===== src/rtl/bfdc_pkg.sv =====
`timescale 1ns / 1ps
`default_nettype none
// ----------------------------------------------------------------------------
// bfdc_pkg
// Types, codes and helpers shared by the byte FIFO with delimiter count.
// ----------------------------------------------------------------------------
package bfdc_pkg;

	localparam int unsigned USABLE_CAPACITY_DEF = 255;

	typedef enum logic [2:0] {
		OP_PUT     = 3'd0,
		OP_GET     = 3'd1,
		OP_PEEK    = 3'd2,
		OP_DISCARD = 3'd3,
		OP_FLUSH   = 3'd4
	} op_kind_t;

	typedef enum logic [1:0] {
		ST_IDLE,
		ST_READ,
		ST_DISCARD,
		ST_DRAIN
	} state_t;

	typedef struct packed {
		logic [2:0] kind;
		logic [7:0] data_in;
		logic [7:0] amount;
	} in_item_t;

	typedef struct packed {
		logic       accepted;
		logic [7:0] data_out;
		logic [7:0] dropped;
		logic [7:0] fill_level;
		logic [7:0] free_space;
		logic       is_empty;
		logic       is_full;
		logic [7:0] delimiter_count;
	} out_item_t;

	// saturating delimiter counter steps
	function automatic logic [7:0] count_up(input logic [7:0] cnt);
		count_up = (cnt == 8'hff) ? cnt : cnt + 8'd1;
	endfunction

	function automatic logic [7:0] count_down(input logic [7:0] cnt);
		count_down = (cnt == 8'h00) ? cnt : cnt - 8'd1;
	endfunction

endpackage
`default_nettype wire


===== src/rtl/bfdc_mem.sv =====
`timescale 1ns / 1ps
`default_nettype none
// ----------------------------------------------------------------------------
// bfdc_mem
// Byte store: one write port, one read port, registered read data.
// ----------------------------------------------------------------------------
module bfdc_mem #(
	parameter int unsigned DEPTH = bfdc_pkg::USABLE_CAPACITY_DEF + 1,
	parameter int unsigned AW    = $clog2(DEPTH)
) (
	input  wire logic          clk,
	input  wire logic          we,
	input  wire logic [AW-1:0] waddr,
	input  wire logic [7:0]    wdata,
	input  wire logic [AW-1:0] raddr,
	output logic      [7:0]    rdata
);

	logic [7:0] mem_q [DEPTH];

	always_ff @(posedge clk) begin
		if (we) begin
			mem_q[waddr] <= wdata;
		end
	end

	always_ff @(posedge clk) begin
		rdata <= mem_q[raddr];
	end

endmodule
`default_nettype wire


===== src/rtl/byte_fifo_delimiter_count_core.sv =====
`timescale 1ns / 1ps
`default_nettype none
// ----------------------------------------------------------------------------
// byte_fifo_delimiter_count_core
// Circular byte FIFO with one spare slot and a running count of stored
// delimiter bytes; one result beat per request beat.
// ----------------------------------------------------------------------------
//  channel  | handshake            | payload
//  ---------+----------------------+--------------------------------------
//  in       | in_valid / in_ready  | in_item  (kind, data_in, amount)
//  out      | out_valid / out_ready| out_item (result and status)
//  cfg      | cfg_valid / cfg_ready| cfg_data (delimiter byte)
//
// put, flush, discard-as-flush, discard of zero bytes, empty get/peek and
// unused kinds: result registered in the cycle after the beat. get/peek:
// through ST_READ, for the registered read of the byte store. discard of
// n > 0 bytes below the fill level: ST_DISCARD then ST_DRAIN, one store read
// per dropped byte. A new beat is taken in idle once the result register is
// free or being emptied. No clearing pass after reset.
// ----------------------------------------------------------------------------
module byte_fifo_delimiter_count_core #(
	parameter int unsigned USABLE_CAPACITY = bfdc_pkg::USABLE_CAPACITY_DEF
) (
	input  wire logic                clk,
	input  wire logic                arst_n,
	input  wire logic                in_valid,
	output logic                     in_ready,
	input  wire bfdc_pkg::in_item_t  in_item,
	output logic                     out_valid,
	input  wire logic                out_ready,
	output bfdc_pkg::out_item_t      out_item,
	input  wire logic                cfg_valid,
	output logic                     cfg_ready,
	input  wire logic [7:0]          cfg_data
);

	localparam int unsigned SLOTS = USABLE_CAPACITY + 1;
	localparam int unsigned PW    = $clog2(SLOTS);
	localparam logic [PW:0]   SLOTS_W = (PW+1)'(SLOTS);
	localparam logic [PW-1:0] LAST_W  = PW'(SLOTS - 1);
	localparam logic [PW-1:0] CAP_W   = PW'(USABLE_CAPACITY);

	bfdc_pkg::state_t   state_q, state_d;
	bfdc_pkg::in_item_t item_q, item_d;

	logic [PW-1:0] rd_q, rd_d, wr_q, wr_d;
	logic [PW-1:0] rd_next, wr_next;
	logic [7:0]    cnt_q, cnt_d;
	logic [7:0]    rem_q, rem_d;
	logic [7:0]    delimiter_q;
	logic          out_valid_q, out_valid_d;
	logic          acc_q, acc_d;
	logic [7:0]    dout_q, dout_d;
	logic [7:0]    drop_q, drop_d;
	logic          rvalid_s1, issue;
	logic          mem_we;
	logic [7:0]    rdata;
	logic          dec_hit;

	logic [PW:0]   diff;
	logic [PW-1:0] fill, free;
	logic [PW+7:0] fill_x, free_x, amount_x;
	logic          empty, full;

	bfdc_mem #(
		.DEPTH (SLOTS),
		.AW    (PW)
	) u_mem (
		.clk   (clk),
		.we    (mem_we),
		.waddr (wr_q),
		.wdata (in_item.data_in),
		.raddr (rd_q),
		.rdata (rdata)
	);

	// positions and status
	assign rd_next  = (rd_q == LAST_W) ? '0 : rd_q + PW'(1);
	assign wr_next  = (wr_q == LAST_W) ? '0 : wr_q + PW'(1);
	assign diff     = {1'b0, wr_q} - {1'b0, rd_q};
	assign fill     = (wr_q >= rd_q) ? diff[PW-1:0] : PW'(diff + SLOTS_W);
	assign free     = CAP_W - fill;
	assign fill_x   = {8'd0, fill};
	assign free_x   = {8'd0, free};
	assign amount_x = {{PW{1'b0}}, in_item.amount};
	assign empty    = (rd_q == wr_q);
	assign full     = (rd_q == wr_next);

	assign dec_hit   = rvalid_s1 && (rdata == delimiter_q);
	assign cfg_ready = 1'b1;
	assign in_ready  = (state_q == bfdc_pkg::ST_IDLE) && (!out_valid_q || out_ready);
	assign out_valid = out_valid_q;

	always_comb begin
		out_item.accepted        = acc_q;
		out_item.data_out        = dout_q;
		out_item.dropped         = drop_q;
		out_item.fill_level      = fill_x[7:0];
		out_item.free_space      = free_x[7:0];
		out_item.is_empty        = empty;
		out_item.is_full         = full;
		out_item.delimiter_count = cnt_q;
	end

	always_comb begin
		state_d     = state_q;
		item_d      = item_q;
		rd_d        = rd_q;
		wr_d        = wr_q;
		cnt_d       = cnt_q;
		rem_d       = rem_q;
		out_valid_d = out_valid_q && !out_ready;
		acc_d       = acc_q;
		dout_d      = dout_q;
		drop_d      = drop_q;
		mem_we      = 1'b0;
		issue       = 1'b0;
		unique case (state_q)
			bfdc_pkg::ST_IDLE: begin
				if (in_valid && in_ready) begin
					item_d = in_item;
					acc_d  = 1'b0;
					dout_d = 8'd0;
					drop_d = 8'd0;
					unique case (in_item.kind)
						bfdc_pkg::OP_PUT: begin
							out_valid_d = 1'b1;
							if (!full) begin
								mem_we = 1'b1;
								wr_d   = wr_next;
								acc_d  = 1'b1;
								if (in_item.data_in == delimiter_q) begin
									cnt_d = bfdc_pkg::count_up(cnt_q);
								end
							end
						end
						bfdc_pkg::OP_GET, bfdc_pkg::OP_PEEK: begin
							if (empty) begin
								out_valid_d = 1'b1;
							end else begin
								state_d = bfdc_pkg::ST_READ;
							end
						end
						bfdc_pkg::OP_DISCARD: begin
							if (fill_x > amount_x) begin
								if (in_item.amount == 8'd0) begin
									out_valid_d = 1'b1;
								end else begin
									rem_d   = in_item.amount;
									state_d = bfdc_pkg::ST_DISCARD;
								end
							end else begin
								rd_d        = wr_q;
								cnt_d       = 8'd0;
								drop_d      = fill_x[7:0];
								out_valid_d = 1'b1;
							end
						end
						bfdc_pkg::OP_FLUSH: begin
							rd_d        = wr_q;
							cnt_d       = 8'd0;
							drop_d      = fill_x[7:0];
							out_valid_d = 1'b1;
						end
						default: begin
							out_valid_d = 1'b1;
						end
					endcase
				end
			end
			bfdc_pkg::ST_READ: begin
				// store data for the read position arrives this cycle
				acc_d       = 1'b1;
				dout_d      = rdata;
				out_valid_d = 1'b1;
				state_d     = bfdc_pkg::ST_IDLE;
				if (item_q.kind == bfdc_pkg::OP_GET) begin
					rd_d = rd_next;
					if (rdata == delimiter_q) begin
						cnt_d = bfdc_pkg::count_down(cnt_q);
					end
				end
			end
			bfdc_pkg::ST_DISCARD: begin
				// one read issued per cycle, each compared in the next cycle
				issue = 1'b1;
				rd_d  = rd_next;
				rem_d = rem_q - 8'd1;
				if (dec_hit) begin
					cnt_d = bfdc_pkg::count_down(cnt_q);
				end
				if (rem_q == 8'd1) begin
					state_d = bfdc_pkg::ST_DRAIN;
				end
			end
			bfdc_pkg::ST_DRAIN: begin
				if (dec_hit) begin
					cnt_d = bfdc_pkg::count_down(cnt_q);
				end
				drop_d      = item_q.amount;
				out_valid_d = 1'b1;
				state_d     = bfdc_pkg::ST_IDLE;
			end
			default: begin
				state_d = bfdc_pkg::ST_IDLE;
			end
		endcase
	end

	always_ff @(posedge clk or negedge arst_n) begin
		if (!arst_n) begin
			state_q     <= bfdc_pkg::ST_IDLE;
			rd_q        <= '0;
			wr_q        <= '0;
			cnt_q       <= 8'd0;
			rem_q       <= 8'd0;
			out_valid_q <= 1'b0;
			rvalid_s1   <= 1'b0;
			delimiter_q <= 8'd0;
		end else begin
			state_q     <= state_d;
			rd_q        <= rd_d;
			wr_q        <= wr_d;
			cnt_q       <= cnt_d;
			rem_q       <= rem_d;
			out_valid_q <= out_valid_d;
			rvalid_s1   <= issue;
			if (cfg_valid && cfg_ready) begin
				delimiter_q <= cfg_data;
			end
		end
	end

	always_ff @(posedge clk) begin
		item_q <= item_d;
		acc_q  <= acc_d;
		dout_q <= dout_d;
		drop_q <= drop_d;
	end

endmodule
`default_nettype wire

===== config.mk =====
export PLATFORM = sky130hd
export DESIGN_NAME = byte_fifo_delimiter_count_core
export DESIGN_NICKNAME = d
export VERILOG_FILES = /design/src/rtl/bfdc_pkg.sv /design/src/rtl/bfdc_mem.sv /design/src/rtl/byte_fifo_delimiter_count_core.sv
export SDC_FILE = /design/constraint.sdc
export NUM_CORES = 2
export LEC_CHECK = 0
export BUFFER_PORTS_ARGS = -buffer_cell sky130_fd_sc_hd__buf_4
export CORE_UTILIZATION = 55
export CTS_CLUSTER_DIAMETER = 80
export DETAILED_ROUTE_END_ITERATION = 16
export PLACE_DENSITY_LB_ADDON = 0.05
export SLEW_MARGIN = 0
export SYNTH_ARGS = -nofsm -noshare
export SYNTH_HDL_FRONTEND = slang
export SYNTH_SLANG_ARGS = --single-unit

===== constraint.sdc =====
create_clock -name clk -period 6.3 [get_ports clk]
set_clock_uncertainty 0.2 [all_clocks]
set_input_delay 1.575 -clock clk [delete_from_list [all_inputs] [get_ports clk]]
set_output_delay 1.575 -clock clk [all_outputs]
set_load 0.01 [all_outputs]

======== After elaboration in Yosys (flattened, before gate mapping) ========
Memory sizes are Yosys's and may differ from the RTL's. A register that Yosys moved wholly into a read port is not among the register bits.
Cells that the tools add are included.
storage, ports and cells
  word-level logic and storage cells ...... 137
  bits in registers ....................... 72
  memories kept ........................... 1
  RAM bits ................................ 2048
memories
  name         words  bits a word  rd ports  clocked after memory_dff  wr ports  line            RTL
  u_mem.mem_q  256    8            1         1                         1         bfdc_mem.sv:19  logic [7:0] mem_q [DEPTH];
operators by class
  mux-type cells .......................... 52
  add/subtract/negate cells ............... 8
  equal/unequal tests ..................... 34
  magnitude comparators ................... 2
  reduce and logical (&&, ||, !) cells .... 26
  bitwise operators ....................... 1
operator list
  operator               count
  $mux W8                22
  $pmux W8 S2            5
  $pmux W8 S3            3
  $add A8 B1 Y8 const B  4
  $eq A8 B8 Y1           4
  $eq A8 B8 Y1 const B   3
  $ne A3 B3 Y1 const B   7
  $logic_not A8 Y1       2
  $sub A8 B1 Y8 const B  2
  $mux W1                12
  $mux W2                5
  $reduce_and A5 Y1      2
  $reduce_and A9 Y1      1
  $eq A8 B1 Y1 const B   1
  $ge A8 B8 Y1           1
  $gt A8 B8 Y1           1
  $ne A2 B1 Y1 const B   4
  $ne A2 B2 Y1 const B   4
  $sub A8 B8 Y8          1
  $sub A8 B8 Y8 const A  1
  $eq A3 B1 Y1 const B   2
  $eq A3 B2 Y1 const B   2
  $ne A3 B1 Y1 const B   2
  $pmux W1 S2            3
  other kinds (18)       29

======== Longest topological paths before layout ========
  depth in word-level cells ............... 9
  depth in mapped cells ................... 22

======== Hierarchy ========
From an unflattened synthesis, not the netlist that was laid out.
second synthesis, totals
  cells, all modules ...................... 4276
  area total of the unflattened synthesis .. 84506.0 sq um
by module, submodules not included
  module                          sequential area each (sq um)  area an instance (sq um)  instances  cells each
  bfdc_mem                        61659.1                       79556.3                   1          3733
  byte_fifo_delimiter_count_core  1941.9                        4949.7                    1          543

======== Worst setup path before layout ========
OpenSTA, ideal clock, no wires.
  kind .................................... reg2reg
  from .................................... register rd_q[1]
  to ...................................... register rd_q[7]
  setup time .............................. 0.083 ns
  required time ........................... 6.017 ns
  stages on the path, launching flop included .. 21
  setup slack ............................. 1.376 ns
  clock period less this slack ............ 4.924 ns
  arrival ................................. 4.642 ns
  buffers on the path ..................... 5
  path through ............................ dfrtp_1 > buf_2 > buf_2 > buf_2 > buf_1 > inv_1 > fa_1 > a21o_1 > a21oi_1 > o21bai_1 > a21oi_1 > xnor2_1 > ha_1 > and4_1 > a21oi_1 > nand2b_1 > o21ai_0 > a211oi_1 > clkbuf_1 > o211ai_1 > o21ai_0
RTL lines
  element                   line                                   RTL
  start: declaration        byte_fifo_delimiter_count_core.sv:46   logic [PW-1:0] rd_q, rd_d, wr_q, wr_d;
  start signal: assignment  byte_fifo_delimiter_count_core.sv:222  rd_q <= rd_d;

==> impl_results.md <==
* CP arrival at between 3 and 4 ns
* Cells after Synth at roughly 4000
* Final Max Tran Viols at 0
* Postcts setup bufs at 0
* Post-synth net total at between 4000 and 5000
* Core Region at ~150000 sq um
* Final Hold Fails at 0
* Top cells by area, synth: edfxtp_1, mux4_2, dfrtp_1, nor2_1, mux2i_1
* Total grt overflow at 0
* PostCTS Resize Cnt at 0
* Netlist cell types at 69
* Largest net degree at the start of global routing at 157
* Seq pwr share at 0.418
* # rows at roughly 140
* Hold depth at 1
* DRC at 0
* Total CTS buffers at 210
* Maximum operating frequency at approximately 180 MHz
* Top-count cell post-synth: edfxtp_1
* Leakage at between 30 and 40 nW
* Area grow syn2layout at 12.2%
* Clk buf depth at 3
* Post-Syn Area at ~84000 sq um
* Worst r2r path cells at 10
* Starting density of the core at 0.557
* Latest clock arrival within the worst-skew pair at 0.80 ns
* Final HPWL DP at approximately 130000 um
* Starting DRT DRC Count at between 4000 and 5000
* Die Y at ~390 um
* CTS Root Cell: clkbuf_16
* Drt first pass iters at 5
* H-Tree Depth at 4
* Initial antenna violation count at 8
* Worst-path clk slew at 0.06 ns
* Peak supply drop at 0.288 mV
* Hold Crit Class: reg -> reg
* Synth area leader: edfxtp_1
* Worst slew margin at 0.205
* Comb pwr share at 0.261
* Fraction of layout cells with a size suffix above 1 at 0.261
* RD Place Congestion at 0.873
* Nets at 4278
* Routed WL at slightly above 200000 um
* Syn avg cell area at approximately 21 sq um
* Sequential fraction of the synthesis area at 0.758
* CTS tree: done
* Period utilisation layout at 0.862
* Internal power at 27.4 mW
* Post-synth ARST share at 0.0207
* First-pass GRT wire length at just under 300000 um
* # hold bufs at CTS at 0
* Worst path required time at approximately 4.5 ns
* Tmin final at 5.43 ns
* Primary FF master, synth: edfxtp_1
* Synth top area share at 0.743
* Critical Path Fanout Max at 31
* Crit path kind: reg -> out
* Net Sw Frac at 0.290
* Pwr dens at 410 nW/um^2
* Die area at 154000 sq um
* Clock group share of total power at 0.321
* Post-synth EDFFs at 2076
* Worst-Margin Slew at between 1 and 1.5 ns
* Switching power at 11.2 mW
* IO buf count at 76
* I/O pins at 78
* Die Width at roughly 390 um
* Sink Count at between 2000 and 2500
* Kind of start point of the critical path: flop
* Vias in the first global route at 40800
* Setup Viol. Count Final at 0
* Via/cell ratio at 6.44
* Crit. End Element: output port
* Top post-synthesis cells by count: edfxtp_1, mux4_2, nor2_1, nand2_1, mux2i_1
* Flop and latch count out of synthesis at about 2100
* Unrepaired setup endpoints after global routing: false
* Avg WL per Cell at approximately 32 um
* Warnings, synthesis at 0
* R2r setup slk at roughly 1.3 ns
* Outcome: completed
* Via count at between 40000 and 50000
* Total Routing Usage GR at 0.271
* Post-route ant nets at 0
* Hold_ws at between 0.3 and 0.4 ns
* Antenna diode count at 0
* TNS Setup at 0 ns
* Max-cap violations at 0
routing by layer:
| metal | global-route usage | vias to the layer above | wire [um] |
|---|---|---|---|
| li1 | - | 17000 | - |
| met1 | 0.423 | 22100 | 89300 |
| met2 | 0.406 | 1864 | 95000 |
| met3 | 0.0467 | 270 | 16500 |
| met4 | 0.0600 | 0 | 4100 |
| met5 | 0 | - | 0 |
power by group through the flow:
stage                     Clock (mW)  Sequential, mW  Combinational, mW
after floorplan                    0            16.2               6.78
after CTS                       12.5            16.1               10.1
final                           12.4            16.1               10.1
after global routing            13.1            16.2               10.7
after detailed placement           0            16.4               10.1
after global placement             0            16.4               10.1
cells in the final DEF (no fill, tap or decap), types with 23 or more instances in the layout:
cell / count
edfxtp_1: 2076
mux4_2: 576
nor2_1: 289
clkbuf_16: 213
buf_4: 208
nand2_1: 121
mux2i_1: 104
nand3_1: 77
clkinv_1: 49
a22oi_1: 49
a21oi_1: 46
clkbuf_1: 43
inv_1: 41
clkinv_2: 41
o22ai_1: 40
dfrtp_1: 40
o21ai_0: 38
ha_1: 30
nor3_1: 23
area by class of cell:
cell class,instances,area [sq um]
fillers,10500,56500
repair buffers,226,1880
well taps,2016,2520
clock inverters,130,1200
flip-flops and latches,2128,63600
clock buffers,263,5590
multi-input cells,1604,19100
inverters,45,179
sequential cells by signal (all words and copies together) (netlist names), 2 cells and up:
register	cells
wr_q	8
u_mem.rdata	8
dout_q	8
rd_q	8
cnt_q	8
drop_q	8
state_q	2
u_mem.mem_q	2048
rem_q	8
item_q	11
delimiter_q	8
metrics by stage:
step	util	cell area, sq um	worst slack, ns	total power [mW]	instances
after global placement	0.580	87300	1.12	26.5	6019
after CTS	0.625	94100	0.811	38.8	6412
after global routing	0.625	94100	0.701	39.9	6412
after floorplan	-	83900	1.38	23.0	3990
after detailed placement	0.580	87300	1.04	26.5	6019
final	0.625	94100	0.868	38.6	6412
final timing paths:
kind	endpoint	startpoint
setup / recovery	out_item[16]	rd_q[1]
hold / removal	drop_q[3]	item_q[3]
setup reg to reg	u_mem.mem_q[202][7]	wr_q[1]
hold reg to reg	drop_q[3]	item_q[3]
max in group asynchronous	rd_q[1]	arst_n
min in group asynchronous	rem_q[5]	arst_n
kinds of logic (layout without fill, tap and decap cells):
family / Yosys count / after routing / share of synthesized area
DFF: 2128 / 2128 / 0.758
adders and majority gates: 31 / 31 / 0.00471
buffers and inverters: 258 / 664 / 0.0137
xor gates and xnor gates: 30 / 30 / 0.00313
muxes: 690 / 690 / 0.168
AOI/OAI and AO/OA: 229 / 229 / 0.0179
other: 1 / 1 / 0.0000447
and+or+nand+nor: 623 / 623 / 0.0337
critical path, stage by stage, from the launching register on:
cell and delay, ns:
dfrtp_4 0.77, inv_1 0.17, fa_1 0.49, a21o_1 0.19, a21oi_1 0.21, o21bai_1 0.09, a21oi_1 0.19, xnor2_1 0.34
inv_1 0.18, buf_4 0.21
Power figures use the tool's default switching activity.
